$ cat src/rtl/assert_macros.svh
// ----------------------------------------------------------------------------
// Assertion macros
// Shared concurrent assertion wrappers for the RTL.
// ----------------------------------------------------------------------------
`ifndef ASSERT_MACROS_SVH
`define ASSERT_MACROS_SVH

// Property checked at every rising clock edge outside reset.
`define ASSERT_PROP(lbl, clk, rst_n, prop, msg) \
  lbl: assert property (@(posedge clk) disable iff (!rst_n) prop) \
    else $error(msg);

// Plain condition that must hold at every rising clock edge outside reset.
`define ASSERT_ALWAYS(lbl, clk, rst_n, cond, msg) \
  `ASSERT_PROP(lbl, clk, rst_n, (cond), msg)

`endif

$ cat src/rtl/cpc_pkg.sv
// ----------------------------------------------------------------------------
// Convex polygon check package
// Sizes, types and status codes shared by the convex polygon check modules.
// ----------------------------------------------------------------------------
package cpc_pkg;

  localparam int unsigned MAX_VERTICES = 64;
  localparam int unsigned COORD_BITS   = 24;
  localparam int unsigned AREA_W       = 54;
  localparam int unsigned STATUS_W     = 3;

  localparam int unsigned OP_W   = COORD_BITS + 1;
  localparam int unsigned PROD_W = 2 * OP_W;
  localparam int unsigned TERM_W = PROD_W + 1;
  localparam int unsigned IDX_W  = $clog2(MAX_VERTICES + 2);

  typedef logic signed [COORD_BITS-1:0] coord_t;
  typedef logic signed [OP_W-1:0]       op_t;
  typedef logic signed [PROD_W-1:0]     prod_t;
  typedef logic signed [TERM_W-1:0]     term_t;
  typedef logic signed [AREA_W-1:0]     area_t;
  typedef logic [IDX_W-1:0]             idx_t;

  localparam idx_t NONE_IDX     = '1;
  localparam idx_t MIN_VERTICES = IDX_W'(3);
  localparam idx_t MAX_COUNT    = IDX_W'(MAX_VERTICES);
  localparam idx_t SAT_COUNT    = IDX_W'(MAX_VERTICES + 1);

  typedef enum logic [STATUS_W-1:0] {
    ST_VALID      = 3'd0,
    ST_TOO_FEW    = 3'd1,
    ST_ZERO_AREA  = 3'd2,
    ST_COLLINEAR  = 3'd3,
    ST_NOT_CONVEX = 3'd4,
    ST_TOO_MANY   = 3'd5
  } cpc_status_e;

  typedef struct packed {
    logic clear;
    logic note;
    idx_t idx;
    logic flat;
    logic positive;
  } cpc_note_t;

endpackage

$ cat src/rtl/cpc_msub.sv
// ----------------------------------------------------------------------------
// Shared multiply-subtract unit
// Forms a*b - c*d with one signed multiplier.
// ----------------------------------------------------------------------------
`include "assert_macros.svh"

module cpc_msub import cpc_pkg::*; (
  input  logic  clk_i,
  input  logic  rst_ni,
  input  logic  start_i,
  input  op_t   a_i,
  input  op_t   b_i,
  input  op_t   c_i,
  input  op_t   d_i,
  output logic  done_o,
  output term_t diff_o
);

  typedef enum logic [1:0] {
    PH_IDLE,
    PH_SECOND,
    PH_SUB
  } phase_e;

  phase_e phase_q, phase_d;
  logic   done_q, done_d;
  prod_t  prod_q;
  term_t  acc_q;
  op_t    mul_x, mul_y;
  prod_t  mul_p;

  assign mul_x = (phase_q == PH_IDLE) ? a_i : c_i;
  assign mul_y = (phase_q == PH_IDLE) ? b_i : d_i;
  assign mul_p = mul_x * mul_y;

  always_comb begin
    phase_d = phase_q;
    done_d  = 1'b0;
    unique case (phase_q)
      PH_IDLE: begin
        if (start_i) begin
          phase_d = PH_SECOND;
        end
      end
      PH_SECOND: begin
        phase_d = PH_SUB;
      end
      PH_SUB: begin
        phase_d = PH_IDLE;
        done_d  = 1'b1;
      end
      default: begin
        phase_d = PH_IDLE;
      end
    endcase
  end

  always_ff @(posedge clk_i or negedge rst_ni) begin
    if (!rst_ni) begin
      phase_q <= PH_IDLE;
      done_q  <= 1'b0;
    end else begin
      phase_q <= phase_d;
      done_q  <= done_d;
    end
  end

  always_ff @(posedge clk_i) begin
    unique case (phase_q)
      PH_IDLE: begin
        prod_q <= mul_p;
      end
      PH_SECOND: begin
        acc_q  <= TERM_W'(prod_q);
        prod_q <= mul_p;
      end
      PH_SUB: begin
        acc_q <= acc_q - TERM_W'(prod_q);
      end
      default: begin
        acc_q <= acc_q;
      end
    endcase
  end

  assign done_o = done_q;
  assign diff_o = acc_q;

  `ASSERT_PROP(a_start_idle, clk_i, rst_ni, start_i |-> (phase_q == PH_IDLE),
    "multiply-subtract started while busy")
  `ASSERT_PROP(a_done_after_sub, clk_i, rst_ni, done_q |-> ($past(phase_q) == PH_SUB),
    "done raised outside the subtract step")
  `ASSERT_PROP(a_done_pulse, clk_i, rst_ni, done_q |=> !done_q,
    "done held for more than one cycle")

endmodule

$ cat src/rtl/cpc_track.sv
// ----------------------------------------------------------------------------
// Cross product sign tracker
// Keeps the first vertex index with a flat, a positive and a negative turn.
// ----------------------------------------------------------------------------
module cpc_track import cpc_pkg::*; (
  input  logic      clk_i,
  input  logic      rst_ni,
  input  cpc_note_t note_i,
  output idx_t      flat_idx_o,
  output idx_t      pos_idx_o,
  output idx_t      neg_idx_o
);

  idx_t flat_q, flat_d;
  idx_t pos_q, pos_d;
  idx_t neg_q, neg_d;

  always_comb begin
    flat_d = flat_q;
    pos_d  = pos_q;
    neg_d  = neg_q;
    if (note_i.clear) begin
      flat_d = NONE_IDX;
      pos_d  = NONE_IDX;
      neg_d  = NONE_IDX;
    end else if (note_i.note) begin
      if (note_i.flat) begin
        if (flat_q == NONE_IDX) begin
          flat_d = note_i.idx;
        end
      end else if (note_i.positive) begin
        if (pos_q == NONE_IDX) begin
          pos_d = note_i.idx;
        end
      end else begin
        if (neg_q == NONE_IDX) begin
          neg_d = note_i.idx;
        end
      end
    end
  end

  always_ff @(posedge clk_i or negedge rst_ni) begin
    if (!rst_ni) begin
      flat_q <= NONE_IDX;
      pos_q  <= NONE_IDX;
      neg_q  <= NONE_IDX;
    end else begin
      flat_q <= flat_d;
      pos_q  <= pos_d;
      neg_q  <= neg_d;
    end
  end

  assign flat_idx_o = flat_q;
  assign pos_idx_o  = pos_q;
  assign neg_idx_o  = neg_q;

endmodule

$ cat src/rtl/convex_polygon_check.sv
// Each vertex after the first adds an area term, each after the second also a
// cross product, and the last vertex adds the closing terms before the result is
// registered. The pace is set by the single 25x25 multiplier, which forms the
// two products of every area term and cross product in turn.
// Reset clears the vertex count, area sum and index trackers; the block is
// ready for a vertex in the first cycle after reset.
// ----------------------------------------------------------------------------
// Convex polygon check
// Streams polygon vertices, sums the doubled shoelace area and classifies the
// turn at every vertex, then reports one status per polygon.
// ----------------------------------------------------------------------------
`include "assert_macros.svh"

module convex_polygon_check import cpc_pkg::*; (
  input  logic                clk_i,
  input  logic                rst_ni,
  input  logic                in_valid_i,
  output logic                in_ready_o,
  input  coord_t              x_coord_i,
  input  coord_t              z_coord_i,
  input  logic                last_vertex_i,
  output logic                out_valid_o,
  input  logic                out_ready_i,
  output logic [STATUS_W-1:0] status_o,
  output area_t               area_twice_o,
  output logic                counter_clockwise_o
);

  localparam int unsigned SUM_W = ((TERM_W > AREA_W) ? TERM_W : AREA_W) + 1;

  typedef enum logic [2:0] {
    S_IDLE,
    S_START,
    S_WAIT,
    S_COMMIT,
    S_FINISH,
    S_VERDICT
  } state_e;

  typedef enum logic [2:0] {
    OP_AREA_EDGE,
    OP_CROSS_MID,
    OP_AREA_CLOSE,
    OP_CROSS_LAST,
    OP_CROSS_FIRST
  } op_e;

  state_e      state_q, state_d;
  op_e         opk_q, opk_d;
  logic        start_q, start_d;
  idx_t        count_q, count_d;
  area_t       area_q, area_d;
  logic        c0_flat_q, c0_flat_d;
  logic        c0_pos_q, c0_pos_d;
  logic        out_valid_q, out_valid_d;
  cpc_status_e status_q, status_d;
  area_t       area_out_q, area_out_d;
  logic        ccw_q, ccw_d;

  coord_t in_x_q, in_z_q;
  logic   last_q;
  coord_t first_x_q, first_z_q, second_x_q, second_z_q;
  coord_t older_x_q, older_z_q, newer_x_q, newer_z_q;
  op_t    op_a_q, op_b_q, op_c_q, op_d_q;
  op_t    op_a_d, op_b_d, op_c_d, op_d_d;
  coord_t cur_x, cur_z, nxt_x, nxt_z, prv_x, prv_z;

  logic        in_accept;
  logic        emit_ok;
  logic        msub_done;
  term_t       msub_diff;
  logic        diff_flat, diff_pos;
  logic signed [SUM_W-1:0] area_sum_full;
  logic [SUM_W-AREA_W:0]   sum_top;
  area_t       area_sat;
  cpc_note_t   note;
  idx_t        flat_idx, pos_idx, neg_idx, opp_idx;
  cpc_status_e verdict;
  logic        area_pos;

  assign in_ready_o = (state_q == S_IDLE);
  assign in_accept  = in_valid_i && in_ready_o;
  assign emit_ok    = !out_valid_q || out_ready_i;

  always_comb begin
    cur_x = newer_x_q;
    cur_z = newer_z_q;
    nxt_x = in_x_q;
    nxt_z = in_z_q;
    prv_x = older_x_q;
    prv_z = older_z_q;
    unique case (opk_q)
      OP_CROSS_LAST: begin
        nxt_x = first_x_q;
        nxt_z = first_z_q;
      end
      OP_CROSS_FIRST: begin
        cur_x = first_x_q;
        cur_z = first_z_q;
        nxt_x = second_x_q;
        nxt_z = second_z_q;
        prv_x = newer_x_q;
        prv_z = newer_z_q;
      end
      default: begin
        cur_x = newer_x_q;
      end
    endcase
    if (opk_q == OP_AREA_EDGE || opk_q == OP_AREA_CLOSE) begin
      op_a_d = OP_W'(newer_x_q);
      op_b_d = (opk_q == OP_AREA_EDGE) ? OP_W'(in_z_q) : OP_W'(first_z_q);
      op_c_d = (opk_q == OP_AREA_EDGE) ? OP_W'(in_x_q) : OP_W'(first_x_q);
      op_d_d = OP_W'(newer_z_q);
    end else begin
      op_a_d = OP_W'(nxt_x) - OP_W'(cur_x);
      op_b_d = OP_W'(prv_z) - OP_W'(cur_z);
      op_c_d = OP_W'(nxt_z) - OP_W'(cur_z);
      op_d_d = OP_W'(prv_x) - OP_W'(cur_x);
    end
  end

  cpc_msub u_msub (
    .clk_i   (clk_i),
    .rst_ni  (rst_ni),
    .start_i (start_q),
    .a_i     (op_a_q),
    .b_i     (op_b_q),
    .c_i     (op_c_q),
    .d_i     (op_d_q),
    .done_o  (msub_done),
    .diff_o  (msub_diff)
  );

  assign diff_flat = (msub_diff == '0);
  assign diff_pos  = !msub_diff[TERM_W-1] && !diff_flat;

  assign area_sum_full = SUM_W'(area_q) + SUM_W'(msub_diff);
  assign sum_top       = area_sum_full[SUM_W-1:AREA_W-1];

  always_comb begin
    if (sum_top != '0 && sum_top != '1) begin
      area_sat = area_sum_full[SUM_W-1] ? {1'b1, {(AREA_W-1){1'b0}}}
                                        : {1'b0, {(AREA_W-1){1'b1}}};
    end else begin
      area_sat = area_sum_full[AREA_W-1:0];
    end
  end

  cpc_track u_track (
    .clk_i      (clk_i),
    .rst_ni     (rst_ni),
    .note_i     (note),
    .flat_idx_o (flat_idx),
    .pos_idx_o  (pos_idx),
    .neg_idx_o  (neg_idx)
  );

  assign area_pos = !area_q[AREA_W-1] && (area_q != '0);
  assign opp_idx  = c0_pos_q ? neg_idx : pos_idx;

  always_comb begin
    if (area_q == '0) begin
      verdict = ST_ZERO_AREA;
    end else if (c0_flat_q) begin
      verdict = ST_COLLINEAR;
    end else if (flat_idx != NONE_IDX && flat_idx < opp_idx) begin
      verdict = ST_COLLINEAR;
    end else if (opp_idx != NONE_IDX) begin
      verdict = ST_NOT_CONVEX;
    end else begin
      verdict = ST_VALID;
    end
  end

  always_comb begin
    state_d     = state_q;
    opk_d       = opk_q;
    start_d     = 1'b0;
    count_d     = count_q;
    area_d      = area_q;
    c0_flat_d   = c0_flat_q;
    c0_pos_d    = c0_pos_q;
    out_valid_d = out_valid_q && !out_ready_i;
    status_d    = status_q;
    area_out_d  = area_out_q;
    ccw_d       = ccw_q;
    note        = '0;

    unique case (state_q)
      S_IDLE: begin
        if (in_accept) begin
          if (count_q >= MAX_COUNT) begin
            count_d = SAT_COUNT;
            state_d = last_vertex_i ? S_FINISH : S_IDLE;
          end else if (count_q == '0) begin
            state_d = S_COMMIT;
          end else begin
            opk_d   = OP_AREA_EDGE;
            state_d = S_START;
          end
        end
      end
      S_START: begin
        start_d = 1'b1;
        state_d = S_WAIT;
      end
      S_WAIT: begin
        if (msub_done) begin
          unique case (opk_q)
            OP_AREA_EDGE: begin
              area_d = area_sat;
              if (count_q >= IDX_W'(2)) begin
                opk_d   = OP_CROSS_MID;
                state_d = S_START;
              end else begin
                state_d = S_COMMIT;
              end
            end
            OP_CROSS_MID: begin
              note.note     = 1'b1;
              note.idx      = count_q - IDX_W'(1);
              note.flat     = diff_flat;
              note.positive = diff_pos;
              state_d       = S_COMMIT;
            end
            OP_AREA_CLOSE: begin
              area_d  = area_sat;
              opk_d   = OP_CROSS_LAST;
              state_d = S_START;
            end
            OP_CROSS_LAST: begin
              note.note     = 1'b1;
              note.idx      = count_q - IDX_W'(1);
              note.flat     = diff_flat;
              note.positive = diff_pos;
              opk_d         = OP_CROSS_FIRST;
              state_d       = S_START;
            end
            OP_CROSS_FIRST: begin
              c0_flat_d = diff_flat;
              c0_pos_d  = diff_pos;
              state_d   = S_VERDICT;
            end
            default: begin
              state_d = S_IDLE;
            end
          endcase
        end
      end
      S_COMMIT: begin
        count_d = count_q + IDX_W'(1);
        state_d = last_q ? S_FINISH : S_IDLE;
      end
      S_FINISH: begin
        if (count_q < MIN_VERTICES || count_q > MAX_COUNT) begin
          if (emit_ok) begin
            out_valid_d = 1'b1;
            status_d    = (count_q < MIN_VERTICES) ? ST_TOO_FEW : ST_TOO_MANY;
            area_out_d  = '0;
            ccw_d       = 1'b0;
            count_d     = '0;
            area_d      = '0;
            note.clear  = 1'b1;
            state_d     = S_IDLE;
          end
        end else begin
          opk_d   = OP_AREA_CLOSE;
          state_d = S_START;
        end
      end
      S_VERDICT: begin
        if (emit_ok) begin
          out_valid_d = 1'b1;
          status_d    = verdict;
          area_out_d  = area_q;
          ccw_d       = area_pos;
          count_d     = '0;
          area_d      = '0;
          note.clear  = 1'b1;
          state_d     = S_IDLE;
        end
      end
      default: begin
        state_d = S_IDLE;
      end
    endcase
  end

  always_ff @(posedge clk_i or negedge rst_ni) begin
    if (!rst_ni) begin
      state_q     <= S_IDLE;
      opk_q       <= OP_AREA_EDGE;
      start_q     <= 1'b0;
      count_q     <= '0;
      area_q      <= '0;
      c0_flat_q   <= 1'b0;
      c0_pos_q    <= 1'b0;
      out_valid_q <= 1'b0;
      status_q    <= ST_VALID;
      area_out_q  <= '0;
      ccw_q       <= 1'b0;
    end else begin
      state_q     <= state_d;
      opk_q       <= opk_d;
      start_q     <= start_d;
      count_q     <= count_d;
      area_q      <= area_d;
      c0_flat_q   <= c0_flat_d;
      c0_pos_q    <= c0_pos_d;
      out_valid_q <= out_valid_d;
      status_q    <= status_d;
      area_out_q  <= area_out_d;
      ccw_q       <= ccw_d;
    end
  end

  always_ff @(posedge clk_i) begin
    if (in_accept) begin
      in_x_q <= x_coord_i;
      in_z_q <= z_coord_i;
      last_q <= last_vertex_i;
    end
    if (state_q == S_START) begin
      op_a_q <= op_a_d;
      op_b_q <= op_b_d;
      op_c_q <= op_c_d;
      op_d_q <= op_d_d;
    end
    if (state_q == S_COMMIT) begin
      older_x_q <= newer_x_q;
      older_z_q <= newer_z_q;
      newer_x_q <= in_x_q;
      newer_z_q <= in_z_q;
      if (count_q == '0) begin
        first_x_q <= in_x_q;
        first_z_q <= in_z_q;
      end
      if (count_q == IDX_W'(1)) begin
        second_x_q <= in_x_q;
        second_z_q <= in_z_q;
      end
    end
  end

  assign out_valid_o         = out_valid_q;
  assign status_o            = status_q;
  assign area_twice_o        = area_out_q;
  assign counter_clockwise_o = ccw_q;

  `ASSERT_PROP(a_done_in_wait, clk_i, rst_ni, msub_done |-> (state_q == S_WAIT),
    "product finished outside the wait state")
  `ASSERT_ALWAYS(a_count_bound, clk_i, rst_ni, count_q <= SAT_COUNT,
    "vertex count beyond its saturation value")
  `ASSERT_PROP(a_cleared_on_result, clk_i, rst_ni,
    $rose(out_valid_q) |-> (count_q == '0 && area_q == '0),
    "polygon state not cleared when the result was registered")
  `ASSERT_PROP(a_no_area_on_reject, clk_i, rst_ni,
    (out_valid_q && (status_q == ST_TOO_FEW || status_q == ST_TOO_MANY ||
     status_q == ST_ZERO_AREA)) |-> (area_out_q == '0 && !ccw_q),
    "area reported with a rejecting status")

endmodule
$ cat config.mk
export PLATFORM = sky130hd
export DESIGN_NAME = convex_polygon_check
export DESIGN_NICKNAME = d
export VERILOG_FILES = /design/src/rtl/cpc_pkg.sv /design/src/rtl/cpc_msub.sv /design/src/rtl/cpc_track.sv /design/src/rtl/convex_polygon_check.sv
export VERILOG_INCLUDE_DIRS = /design/src /design/src/rtl
export SDC_FILE = /design/constraint.sdc
export NUM_CORES = 2
export LEC_CHECK = 0
export BUFFER_PORTS_ARGS = -buffer_cell sky130_fd_sc_hd__buf_4
export CAP_MARGIN = 0
export CORE_MARGIN = 2
export CORE_UTILIZATION = 45
export CTS_CLUSTER_SIZE = 16
export DETAILED_ROUTE_END_ITERATION = 7
export HOLD_SLACK_MARGIN = 0.02
export MAX_ROUTING_LAYER = met4
export SETUP_SLACK_MARGIN = 0.15
export SYNTH_ARGS = -nofsm -noshare
export SYNTH_HDL_FRONTEND = slang
export SYNTH_SLANG_ARGS = --single-unit
$ cat constraint.sdc
create_clock -name clk_i -period 8 [get_ports clk_i]
set_input_delay 0.8 -clock clk_i [delete_from_list [all_inputs] [get_ports clk_i]]
set_output_delay 0.8 -clock clk_i [all_outputs]
set_load 0.1 [all_outputs]
=== Yosys cells after proc, flatten, opt, wreduce, memory -nomap -nowiden ===
Cells that the tools add are included.

* Multiplexer cells: 91
* Multiply operators: 1
* Equality and inequality tests: 33
* Reductions and logical operators: 48
* $lt $le $gt $ge: 5
* $add $sub $neg: 8

{| class="wikitable"
|+ Operators with widths
! kind !! number
|-
| $mux W54 || 9
|-
| $mux W25 || 8
|-
| $pmux W54 S3 || 1
|-
| $mux W7 || 19
|-
| $pmux W54 S2 || 1
|-
| $pmux W51 S2 || 1
|-
| $sub A24 B24 Y25 || 4
|-
| $mux W24 || 4
|-
| $pmux W24 S2 || 2
|-
| $mux W3 || 21
|-
| $add A54 B51 Y55 || 1
|-
| $logic_not A54 Y1 || 1
|-
| $reduce_bool A54 Y1 || 1
|-
| $logic_not A51 Y1 || 1
|-
| $sub A51 B50 Y51 || 1
|-
| $mul A25 B25 Y50 || 1
|-
| $mux W10 || 3
|-
| $pmux W7 S4 || 1
|-
| $eq A7 B7 Y1 const B || 3
|-
| $reduce_and A4 Y1 || 5
|-
| $ne A2 B2 Y1 const B || 9
|-
| $pmux W3 S3 || 2
|-
| $pmux W3 S6 || 1
|-
| $reduce_bool A2 Y1 || 9
|-
| other kinds (35) || 77
|}

* Bits in registers: 595
* Bits of input ports: 53
* Output and inout bits: 60

=== Depth between registers and ports, before layout ===
* Depth after elaboration: 11
* Mapped depth: 33

=== Hierarchy ===
A second synthesis with hierarchy kept.

* Cell total of the unflattened synthesis: 5,823
* Area total of the unflattened synthesis: 57,762.9 um^2

{| class="wikitable"
|+ By module, submodules not included
! module !! sequential area each (um^2) !! area each (um^2) !! cells an instance !! times used
|-
| cpc_msub || 3,108.0 || 29,628.4 || 3,196 || 1
|-
| convex_polygon_check || 13,467.9 || 27,111.0 || 2,528 || 1
|-
| cpc_track || 551.8 || 1,023.5 || 99 || 1
|}

=== Worst setup path after synthesis ===
OpenSTA, ideal clock, no wires.

* Path type: reg-to-reg
* From: register u_msub.phase_q[0]
* To: register u_msub.prod_q[49], data pin
* Path slack: -447 ps
* Clock period less this slack: 8,447 ps
* Arrival: 8,187 ps
* Cell stages (with the launch flop): 30
* Required time: 7,740 ps
* Library setup time: 260 ps
* Path through: dfrtp_1 inv_1 ha_1 clkbuf_1 clkbuf_1 mux2i_1 clkbuf_1 nor2_1 fa_1 fa_1 inv_1 fa_1 inv_1 fa_1 fa_1 fa_1 fa_1 ha_1 clkbuf_1 a21o_1 a21o_1 a21o_1 a21oi_1 nor2b_1 o21ai_0 nand2b_1 a21oi_1 o31a_1 o21ai_1 xnor2_1

* Word-level cells in the longest chain between the ends: 3
* Elaborated cells between the ends (all ways): 4
* Those cells by class: 1 x mul; 2 x mux; 1 x reduce/logical

{| class="wikitable"
|+ Ends and longest elaborated chain
! item !! RTL line !! RTL
|-
| start: declaration || cpc_msub.sv:25 || <nowiki>phase_e phase_q, phase_d;</nowiki>
|-
| start signal: assignment || cpc_msub.sv:63 || <nowiki>phase_q <= phase_d;</nowiki>
|-
| $logic_not A2 Y1 (*) || cpc_msub.sv:32, cpc_msub.sv:33 ||
|-
| $mux W25, on equally long branches || cpc_msub.sv:32, cpc_msub.sv:33 ||
|-
| $mul A25 B25 Y50 (*) || cpc_msub.sv:34 || <nowiki>assign mul_p = mul_x * mul_y;</nowiki>
|-
| via u_msub.mul_p[49] || cpc_msub.sv:30 || <nowiki>prod_t mul_p;</nowiki>
|-
| end signal: assignment || cpc_msub.sv:71 || <nowiki>prod_q <= mul_p;</nowiki>
|-
| end signal: assignment || cpc_msub.sv:75 || <nowiki>prod_q <= mul_p;</nowiki>
|-
| end: declaration || cpc_msub.sv:27 || <nowiki>prod_t prod_q;</nowiki>
|}

Mark *: on every way through the listed nets, which the timed path passes. The rest lies on a longest branch.
A chain may end at the register's enable or synchronous reset.

=== Worst setup path in the final report ===
* From: register u_msub.phase_q[0]
* To: register u_msub.prod_q[46], data pin

Same word-level chain as after synthesis.

==> parameters.txt <==
Parameter                              Value

Clocking
  Clock sink total    595
  Clock Pin Slew Worst Setup and Hold Paths    0.06 ns
  Clock buffers created by TritonCTS    71
  Maximum clock insertion buffer count    3
  Maximum level of the CTS H-tree    3
  Hold buffer count at cts    0
  CTS tree    yes
  Insertion delay of the later-clocked pin in the worst-skew pair    0.68 ns
  Root buffer cell    clkbuf_16

Detailed routing
  DRC violation count after routing    0
  Antenna-violating nets left    0
  Wire length reported by the detailed router    153000 um
  Routed wirelength normalized by instance count    about 20 um
  Initial detailed-routing violation count    2808
  Routed vias/inst    5.43
  Pre-Repair DR Iteration Count    5
  Via count    roughly 40000

Placed design
  Post-Place Setup Slack    -0.183 ns
  Number of input and output port buffers inserted    112
  Detailed placer's ending HPWL    121000 um
  Placer's final routability congestion estimate    0.946

Setup path
  CP Launch Type    flip-flop
  Reg-to-reg slack, setup    0.25 ns
  Endpoint type of the worst setup path    flip-flop
  Worst EP arrival    8.17 ns
  Slowest stage cell on the critical path    fa_1
  Worst Path Class, Setup    flip-flop to flip-flop
  First element of the critical path    u_msub.phase_q[0]$_DFFE_PN0P_
  Worst reg-to-reg path cell count    33
  Worst R2R End    u_msub.prod_q[46]$_DFFE_PP_
  Cell with the most instances on the worst path    fa_1
  Crit-path max cell delay    between 0.5 and 0.6 ns
  Required time worst endpoint    8.42 ns
  Worst flop-to-flop path startpoint    u_msub.phase_q[0]$_DFFE_PN0P_
  CP endpoint    u_msub.prod_q[46]$_DFFE_PP_
  Critical path fanouts, max    5

Final layout
  Share of cells above drive strength 1    13.9%
  Diodes inserted    0
  Most common library cell in the layout ignoring fill and taps    inv_1
  Number of nets in the layout    6939
  Most used cells in the layout excluding fill and tap cells    inv_1, fa_1, nand2_1
  Filler cell count    11400
  Area growth from synthesis to final layout    13.4%

Timing
  Final Slew Violations    0
  Final-report hold violation count    0
  Unrepaired setup endpoints after global routing    true
  Setup Viol. Count Final    0
  Worst Hold Slack    a little under 0.2 ns
  Setup clock skew after layout    0.0299 ns
  Post-Route Setup TNS    0 ns
  Transition time of the tightest slew-check pin    1.14 ns
  Max_slew headroom    21.7%
  Part of the cycle the worst path needs    96.9%
  Setup slack after layout    0.246 ns
  Shortest clock period the worst path allows after layout    7.75 ns
  Achievable frequency    129 MHz

Yosys
  Number of register bits inferred by synthesis    595
  Synth unique cells    ~110
  Gate count of the mapped netlist    5604
  EDFF count, synth    442
  Synthesized netlist net count    approximately 6700
  FFs w/ async S/R, synth    about 26%
  Most used flip-flop cell after synthesis    edfxtp_1
  Synthesis Warnings    0
  Cell area after synthesis    between 50000 and 60000 sq um
  Mean area per synthesized cell    about 10 sq um
  Share of synthesized area occupied by flip-flops and latches    between 30% and 40%

Floorplanning
  Starting Density    a little under half
  Horizontal die dimension    ~360 um
  Count of standard-cell rows    130
  Chip height    360 um
  Area enclosed by the die boundary    129000 sq um
  Io pins    around 110
  Placeable core area    126000 sq um

Flow run
  MaxCap Viol Count    0

Global route
  Total gr overflow    0
  Overall Global Routing Usage    24.6%
  Antenna violations before repair    0
  Maximum number of pins on one net before global-route repair    146
  Vias in the first global route    43000
  Global-route wire length before repair    242000 um

Hold path
  Class of the worst hold path    primary input to asynchronous set/reset pin

Run status
  Run status    finished, final reports clean
-- synth_stat cells (all sizes together) (16+ instances only) --
cell	instances	area [sq um]
o21a	43	323
xor2	78	683
nand4	31	200
a211oi	32	268
a22oi	47	353
a21oi	266	1340
dfstp	21	552
and2	32	201
nor3	53	270
a31oi	38	253
o21ai	199	1000
nand2b	51	319
nand2	595	2230
or3	20	125
nand3	54	270
fa	664	13300
a22o	57	499
ha	354	4430
o21bai	30	225
o31ai	26	214
dfrtp	132	3300
edfxtp	442	13300
buf	56	335
xnor2	150	1310
nor2b	32	200
inv	761	2860
a21o	106	797
clkbuf	171	662
mux2i	153	1530
mux2	99	1110
and3	24	153
nor2	533	2030
or2	16	100
a221o	55	551
o211ai	25	211
nor4	35	219
-- what timing repair did --
| action | 4_1_cts | 5_1_grt |
|---|---|---|
| endpoints found under the setup margin | 12 | 15 |
| buffers inserted | 15 | 16 |
| resized for setup | 44 | 92 |
| cloned | 3 | 2 |
| pin swaps | 18 | 50 |
| hold endpoints to repair | 0 | 0 |
-- critical path: cells and delay by family (launching register included) --
family	cells	cell delay, ns
fa+ha+maj	9	4.08
compound gates	7	1.25
buf+inv	12	1.16
flops	1	0.38
simple gates	3	0.31
mux	1	0.18
xor+xnor	1	0.13
-- per-stage QoR --
step,area (sq um),instances,util (%)
6_report,64500,7574,51.4
5_1_grt,64500,7574,51.4
4_1_cts,64000,7556,51.0
3_5_place_dp,61200,7409,48.7
3_3_place_gp,61200,7409,48.7
2_1_floorplan,57000,5604,-
-- kinds of logic after synthesis --
kind of cell / after synthesis / synth area share (%)
simple gates: 1489 / 11.3
xor+xnor: 228 / 3.51
compound gates: 1028 / 12.4
fa+ha+maj: 1018 / 31.2
buf+inv: 994 / 6.86
mux: 252 / 4.65
flops: 595 / 30.1
-- worst min path at each step --
stage / slack, ns / cells after the start / endpoint / from
3_5_place_dp: 0.47 / 2 / u_track.neg_idx_o[2]$_DFFE_PN1P_ / u_track.neg_idx_o[2]$_DFFE_PN1P_
5_1_grt: 0.22 / 1 / counter_clockwise_o$_DFFE_PN0P_ / rst_ni
4_1_cts: 0.18 / 1 / area_q[2]$_DFFE_PN0P_ / rst_ni
2_1_floorplan: 0.44 / 1 / u_msub.phase_q[1]$_DFFE_PN0P_ / start_q$_DFF_PN0_
6_report: 0.20 / 1 / status_o[0]$_DFFE_PN0P_ / rst_ni
3_3_place_gp: 0.46 / 2 / u_track.neg_idx_o[2]$_DFFE_PN1P_ / u_track.neg_idx_o[2]$_DFFE_PN1P_
-- sequential cells by signal (all words and copies together) (netlist names), 25 cells and up --
name / flops
u_msub.prod_q: 50
op_a_q: 25
area_twice_o: 54
op_d_q: 25
u_msub.diff_o: 51
op_c_q: 25
op_b_q: 25
area_q: 54
-- cell type report --
class / instances / area (sq um) / area share [%]
Clock inverter: 39 / 412 / 0.638
Sequential cell: 595 / 17100 / 26.6
Tap cell: 1650 / 2060 / 3.20
Inverter: 762 / 2860 / 4.44
Timing Repair Buffer: 423 / 3610 / 5.60
Clock buffer: 90 / 1950 / 3.03
Multi-Input combinational cell: 4015 / 36500 / 56.5
-- metal layers --
layer	vias up	routed length (um)	share of wire (%)	GRT usage (%)
met3	229	7310	4.8	2.94
met4	0	4860	3.2	7.52
met5	-	0	0	-
met2	1052	71600	47	39.5
li1	19400	-	-	-
met1	20400	69100	45	32.7
Power is not shown: default switching activity piles up to over one toggle a cycle in this logic, so the estimate is an artifact.
